[config.mk]
export PLATFORM = sky130hd
export DESIGN_NAME = mnbm_ctrl
export DESIGN_NICKNAME = d
export VERILOG_FILES = /design/src/assert_macros.svh /design/src/mnbm_pkg.sv /design/src/mnbm_ctrl.sv
export SDC_FILE = /design/constraint.sdc
export NUM_CORES = 1
export LEC_CHECK = 0
export ABC_AREA = 1
export BUFFER_PORTS_ARGS = -buffer_cell sky130_fd_sc_hd__buf_2
export CORE_MARGIN = 2
export CORE_UTILIZATION = 30
export CTS_CLUSTER_SIZE = 30
export DETAILED_ROUTE_END_ITERATION = 8
export SLEW_MARGIN = 20
export SYNTH_ARGS = -nofsm -noshare
export SYNTH_HDL_FRONTEND = slang
export SYNTH_SLANG_ARGS = --single-unit
[constraint.sdc]
create_clock -name clk -period 4.81 [get_ports clk]
set_input_delay 0.2405 -clock clk [delete_from_list [all_inputs] [get_ports clk]]
set_output_delay 0.2405 -clock clk [all_outputs]
set_load 0.005 [all_outputs]
[src/assert_macros.svh]
// Concurrent assertion helpers; compiled out for synthesis.
`ifndef ASSERT_MACROS_SVH
`define ASSERT_MACROS_SVH
`ifndef SYNTHESIS
`define ASSERT_HOLDS(lbl, clk, rst_n, ante, cons) \
	lbl: assert property (@(posedge clk) disable iff (!rst_n) (ante) |-> (cons)) \
		else $error("assertion failed: same-cycle implication");
`define ASSERT_NEXT(lbl, clk, rst_n, ante, cons) \
	lbl: assert property (@(posedge clk) disable iff (!rst_n) (ante) |=> (cons)) \
		else $error("assertion failed: next-cycle implication");
`else
`define ASSERT_HOLDS(lbl, clk, rst_n, ante, cons)
`define ASSERT_NEXT(lbl, clk, rst_n, ante, cons)
`endif
`endif

[src/mnbm_pkg.sv]
`timescale 1ns / 1ps
package mnbm_pkg;

	localparam int MAX_ROWS = 1024;
	localparam int MAX_COLS = 1024;
	localparam int MAX_DIM  = (MAX_ROWS > MAX_COLS) ? MAX_ROWS : MAX_COLS;

	localparam int IDX_W      = (MAX_DIM > 1) ? $clog2(MAX_DIM) : 1;
	localparam int DIM_W      = 11;
	localparam int ELEM_W     = 32;
	localparam int THR_W      = 31;
	localparam int SUM_W      = 48;
	localparam int BAND_W     = 10;
	localparam int BAND_MAX   = (1 << BAND_W) - 1;
	localparam int CFG_IDX_W  = 2;
	localparam int CFG_DATA_W = 31;
	localparam int IN_TDATA_W  = 32;
	localparam int OUT_TDATA_W = 120;

	typedef enum logic [CFG_IDX_W-1:0] {
		REG_ROW_COUNT = 2'd0,
		REG_COL_COUNT = 2'd1,
		REG_ZERO_THR  = 2'd2
	} cfg_reg_t;

	// element with its position, handed from the counters to the datapath
	typedef struct packed {
		logic signed [ELEM_W-1:0] value;
		logic [IDX_W-1:0]         row;
		logic [IDX_W-1:0]         col;
		logic                     first_row;
		logic                     last_col;
		logic                     last_row;
	} item_t;

	typedef struct packed {
		logic [IDX_W-1:0] row_idx;
		logic [IDX_W-1:0] col_idx;
		logic [IDX_W:0]   rows;
		logic [IDX_W:0]   cols;
		logic [THR_W-1:0] threshold;
		logic             rearm;
	} ctrl_status_t;

	typedef struct packed {
		logic [BAND_W-1:0] upper_bandwidth;
		logic [BAND_W-1:0] lower_bandwidth;
		logic [SUM_W-1:0]  col_norm_max;
		logic [SUM_W-1:0]  row_norm_max;
	} result_t;

	// zero acts as one, anything above the maximum acts as the maximum
	function automatic logic [IDX_W:0] clamp_dim(input logic [DIM_W-1:0] v, input int top);
		logic [IDX_W:0] r;
		if (v == '0) begin
			r = (IDX_W + 1)'(1);
		end else if (32'(v) > top) begin
			r = (IDX_W + 1)'(top);
		end else begin
			r = (IDX_W + 1)'(v);
		end
		return r;
	endfunction

	function automatic logic [SUM_W-1:0] sat_add(input logic [SUM_W-1:0] a,
			input logic [ELEM_W-1:0] b);
		logic [SUM_W:0] s;
		s = {1'b0, a} + {{(SUM_W + 1 - ELEM_W){1'b0}}, b};
		return s[SUM_W] ? {SUM_W{1'b1}} : s[SUM_W-1:0];
	endfunction

endpackage

[src/mnbm_ctrl.sv]
`timescale 1ns / 1ps
module mnbm_ctrl (
	input  logic                                clk,
	input  logic                                arst_n,
	input  logic                                cfg_valid,
	input  logic [mnbm_pkg::CFG_IDX_W-1:0]      cfg_index,
	input  logic [mnbm_pkg::CFG_DATA_W-1:0]     cfg_data,
	input  logic                                accept,
	input  logic signed [mnbm_pkg::ELEM_W-1:0]  element_value,
	output mnbm_pkg::item_t                     item,
	output mnbm_pkg::ctrl_status_t              status
);
	import mnbm_pkg::*;

	logic [DIM_W-1:0] row_count_q;
	logic [DIM_W-1:0] col_count_q;
	logic [THR_W-1:0] thr_q;
	logic [IDX_W-1:0] row_idx_q;
	logic [IDX_W-1:0] col_idx_q;
	logic             rearm;
	logic [IDX_W:0]   rows;
	logic [IDX_W:0]   cols;
	logic             last_col;
	logic             last_row;

	assign rows = clamp_dim(row_count_q, MAX_ROWS);
	assign cols = clamp_dim(col_count_q, MAX_COLS);

	assign last_col = ({1'b0, col_idx_q} + (IDX_W + 1)'(1)) >= cols;
	assign last_row = ({1'b0, row_idx_q} + (IDX_W + 1)'(1)) >= rows;

	always_comb begin
		rearm = 1'b0;
		if (cfg_valid) begin
			unique case (cfg_reg_t'(cfg_index))
				REG_ROW_COUNT: rearm = 1'b1;
				REG_COL_COUNT: rearm = 1'b1;
				REG_ZERO_THR:  rearm = 1'b0;
				default:       rearm = 1'b0;
			endcase
		end
	end

	always_ff @(posedge clk or negedge arst_n) begin
		if (!arst_n) begin
			row_count_q <= DIM_W'(1);
			col_count_q <= DIM_W'(1);
			thr_q       <= '0;
		end else if (cfg_valid) begin
			unique case (cfg_reg_t'(cfg_index))
				REG_ROW_COUNT: row_count_q <= cfg_data[DIM_W-1:0];
				REG_COL_COUNT: col_count_q <= cfg_data[DIM_W-1:0];
				REG_ZERO_THR:  thr_q       <= cfg_data[THR_W-1:0];
				default: ;
			endcase
		end
	end

	always_ff @(posedge clk or negedge arst_n) begin
		if (!arst_n) begin
			row_idx_q <= '0;
			col_idx_q <= '0;
		end else if (rearm) begin
			row_idx_q <= '0;
			col_idx_q <= '0;
		end else if (accept) begin
			if (last_col) begin
				col_idx_q <= '0;
				row_idx_q <= last_row ? '0 : row_idx_q + IDX_W'(1);
			end else begin
				col_idx_q <= col_idx_q + IDX_W'(1);
			end
		end
	end

	assign item.value     = element_value;
	assign item.row       = row_idx_q;
	assign item.col       = col_idx_q;
	assign item.first_row = (row_idx_q == '0);
	assign item.last_col  = last_col;
	assign item.last_row  = last_row;

	assign status.row_idx   = row_idx_q;
	assign status.col_idx   = col_idx_q;
	assign status.rows      = rows;
	assign status.cols      = cols;
	assign status.threshold = thr_q;
	assign status.rearm     = rearm;

endmodule

Yosys cells after proc, flatten, opt, wreduce, memory -nomap -nowiden

Cells that the tools add are included.

Register bits: 73
Output and inout bits: 129
Word-level logic and storage cells: 39

$add $sub $neg: 4
Order comparisons: 4
Equal/unequal tests: 2
Muxes and demuxes: 13
Reductions and logical operators: 11

Operators with widths:

| kind                                                   | count |
|---|---|
| two-way mux 10 bit                                     | 7 |
| two-way mux 11 bit                                     | 4 |
| adder 10 x 1 -> 11 bit (second input constant)         | 2 |
| greater-or-equal comparator 11 bit                     | 2 |
| greater-than comparator 11 bit (second input constant) | 2 |
| zero test 11 bit                                       | 2 |
| adder 10 x 1 -> 10 bit (second input constant)         | 2 |
| zero test 10 bit                                       | 1 |
| AND reduction 2 bit                                    | 4 |
| nonzero test 2 bit                                     | 2 |
| equality test 2 x 1 -> 1 bit (second input constant)   | 1 |
| equality test 2 bit (second input constant)            | 1 |
| zero test 2 bit                                        | 1 |
| two-way mux 1 bit                                      | 2 |
| OR reduction 2 bit                                     | 1 |

Logic depth before layout (Yosys ltp)

Depth in word-level cells: 8
Gate-level depth with buffers: 19

Worst setup path before layout

OpenSTA, ideal clock, no wires.

Path kind: reg-to-output
Start point: register col_idx_q[0]
End point: output item[1] (netlist name)
Arrival: 2.062 ns
Setup slack: 2.508 ns
Stages on the path, launching flop included: 16
Path buffers: 1
Path through: dfrtp_1 ha_1 nand3_2 nor2_2 nand3_1 o21bai_1 o21ai_1 inv_1 ha_1 nand2_1 nand2_1 a21oi_2 nand2_2 nor2_4 inv_1 buf_4

Longest elaborated chain between the ends: 2

RTL lines:

| element                            | line            | source |
|---|---|---|
| start, declared                    | mnbm_ctrl.sv:19 | `logic [IDX_W-1:0] col_idx_q;` |
| start signal, assigned             | mnbm_ctrl.sv:71 | `col_idx_q <= col_idx_q + IDX_W'(1);` |
| adder 10 x 1 -> 11 bit             | mnbm_ctrl.sv:29 | `assign last_col = ({1'b0, col_idx_q} + (IDX_W + 1)'(1)) >= cols;` |
| greater-or-equal comparator 11 bit | mnbm_ctrl.sv:29 |  |
| end, declared                      | mnbm_ctrl.sv:10 | `output mnbm_pkg::item_t item,` |

No other way between the ends.

==> impl_metrics.env <==
export IMPL_slew_headroom_pct=38.6
export IMPL_dr_pass1_iters=5
export IMPL_seqPwrFrac_pct=36.7
export IMPL_drc_errors=0
export IMPL_period_needed_ps=2930
export IMPL_rsz0062_at_grt="false"
export IMPL_slew_viol_final=0
export IMPL_die_height_um=128
export IMPL_vias=3590
export IMPL_dp_slack_ps=2190
export IMPL_drive_above_1_share_pct=29.9
export IMPL_cts_resized=0
export IMPL_pwr_share_clk_pct=31.3
export IMPL_dieArea_mm2=0.0165
export IMPL_power_w=0.00224
export IMPL_ios=198
export IMPL_cts_sinks=73
export IMPL_drtIter0Drc=178
export IMPL_clk_pin_slew_ps=60
export IMPL_antenna_found_initial=0
export IMPL_nets=741
export IMPL_status="finished clean"
export IMPL_synth_seq_area_share_pct=39.4
export IMPL_syn_nets=663
export IMPL_avgSynthCellArea_um2=8.16
export IMPL_switching_share_pct=35.2
export IMPL_drt_wirelength_per_cell_um=12.8
export IMPL_layout_setup_ws_ps=1880
export IMPL_ff2ff_path_depth=16
export IMPL_grt_pass1_vias=3353
export IMPL_power_density_mw_per_mm2=416
export IMPL_critPathLaunchType="flip-flop"
export IMPL_utilization_pct=35.5
export IMPL_finalWeightedCongestion=0.822
export IMPL_synthCells=569
export IMPL_fin_worst_skew_ps=4.46
export IMPL_htree_num_levels=3
export IMPL_wl_um=10800
export IMPL_tightest_slew_ps=922
export IMPL_p_leak_nw=3.16
export IMPL_overflow=0
export IMPL_rows=45
export IMPL_internal_power_w=0.00145
export IMPL_clk_latency_ps=330
export IMPL_hold_class="primary input to asynchronous set/reset pin"
export IMPL_dp_hpwl_um=8280
export IMPL_cts_tree="built"
export IMPL_path_class="flip-flop to output port"
export IMPL_cts_buffer_depth=2
export IMPL_crit_path_end_kind="output port"
export IMPL_cts_buffers=9
export IMPL_hold_buffers=0
export IMPL_synth_area_leader_cell="dfrtp_1"
export IMPL_setup_violations=0
export IMPL_synthesis_area_mm2=0.00464
export IMPL_synth_cell_types=37
export IMPL_io_buffers=133
export IMPL_grt_max_degree=74
export IMPL_netSwitchingPower_w=0.000787
export IMPL_p_comb_share_pct=32.1
export IMPL_timing_fmax_mhz=341
export IMPL_placed_area_mm2=0.00507
export IMPL_layout_common_cells="nand2_1, buf_2, inv_1"
export IMPL_core_area_mm2=0.0151
export IMPL_fin_area_mm2=0.00538
export IMPL_areaGrowthSynthToFinish_pct=15.8
export IMPL_cap_violations=0
export IMPL_synth_seq_cells=73
export IMPL_synth_top_cells_by_area="dfrtp_1, nand2_1, buf_4"
export IMPL_root_buffer="clkbuf_16"
export IMPL_grt_usage_pct=13.4
export IMPL_period_share_pct=60.9
export IMPL_grt_pass1_wl_um=17400
export IMPL_crit_arrival_ps=2690
export IMPL_viasPerCell=4.27
export IMPL_die_w_um=128
export IMPL_diodes=0
export IMPL_cp_required_ps=4570
export IMPL_yosys_warnings=0
export IMPL_setup_tns_ps=0
export IMPL_cts_setup_buffers=0
export IMPL_hold_violations=0
export IMPL_irDropWorstVdd_v=0.000237
export IMPL_start_util_pct=30.7
export IMPL_synth_top_area_share_pct=38.3
export IMPL_antenna_left=0
export IMPL_cp_max_fo=8
export IMPL_mostFrequentLayoutCell="nand2_1"
[sequential cells by signal (all words and copies together) (netlist names)]
name / count
thr_q: 31
col_idx_q: 10
col_count_q: 11
row_idx_q: 10
row_count_q: 11
[per-layer routing]
layer / routed length, um / global-route usage [%] / vias to the layer above / part of all wire, %
met5: 0 / 0 / - / 0
li1: - / - / 1865 / -
met3: 867 / 5.32 / 9 / 8.0
met4: 77 / 2.46 / 0 / 0.71
met2: 4650 / 21.0 / 117 / 43
met1: 5190 / 17.8 / 1599 / 48
[cells by family (layout without fill, tap and decap cells)]
logic type	Yosys count	count (layout)	synth area share, %
buffers and inverters	157	240	17.7
and+or+nand+nor	231	231	21.6
adders and majority gates	25	25	6.73
DFF	73	73	39.4
xor gates and xnor gates	10	10	1.89
muxes	20	20	6.30
AOI/OAI and AO/OA	53	53	6.41
[path summary, 6_finish.rpt]
path / slack [ps] / end / startpoint
max in group asynchronous: 4170 / row_idx_q[3]$_DFFE_PN0P_ / arst_n
max reg2reg: 2130 / row_idx_q[4]$_DFFE_PN0P_ / row_count_q[8]$_DFFE_PN0P_
min reg2reg: 480 / thr_q[10]$_DFFE_PN0P_ / thr_q[10]$_DFFE_PN0P_
min: 30 / thr_q[25]$_DFFE_PN0P_ / arst_n
min in group clk: 130 / thr_q[18]$_DFFE_PN0P_ / cfg_data[18]
max: 1880 / item[0] / row_count_q[8]$_DFFE_PN0P_
[metrics by stage]
| step | hold slack [ps] | instances |
|---|---|---|
| final | 27.3 | 840 |
| after global routing | 112 | 840 |
| after CTS | 88.7 | 840 |
| after detailed placement | 453 | 824 |
| after global placement | 452 | 824 |
| after floorplan | -55.1 | 569 |
[worst max-delay path: stages (launching register included)]
cell     delay, ps
dfrtp_1        390
nor2_1         110
nand3_1         80
nor3_1         310
nor2_1         180
nor2_1         230
inv_1           80
ha_1           310
nand2_1         90
nor2_1          60
nand2_1         50
nor2_1          40
nor2_1         160
nand2_1        120
buf_2          140
[cell type report]
type	count	area [um2]
fill	1594	9770
sequential	73	1830
timing repair buffer	133	668
tap	188	235
clock buffer	9	225
clock inverter	7	83.8
multi-input combinational	339	1990
inverter	91	342
[synthesized netlist by cell type, drive strengths merged]
master / number
nand2: 155
inv: 91
dfrtp: 71
buf: 60
nor2: 50
o21ai: 40
ha: 25
mux2: 20
nand3: 13
xor2: 10
a21oi: 6
clkbuf: 6
nor3: 6
nand4: 5
o22ai: 3
dfstp: 2
o21bai: 2
a21boi: 1
a21o: 1
nand3b: 1
nor4: 1
[power by group through the flow]
stage / Clock, W / Combinational, W / Sequential (W)
6_report: 0.000700 / 0.000717 / 0.000820
5_1_grt: 0.000746 / 0.000822 / 0.000840
2_1_floorplan: 0 / 0.000517 / 0.000820
4_1_cts: 0.000722 / 0.000731 / 0.000822
3_3_place_gp: 0 / 0.000722 / 0.000831
3_5_place_dp: 0 / 0.000730 / 0.000829
Power figures use the tool's default switching activity.
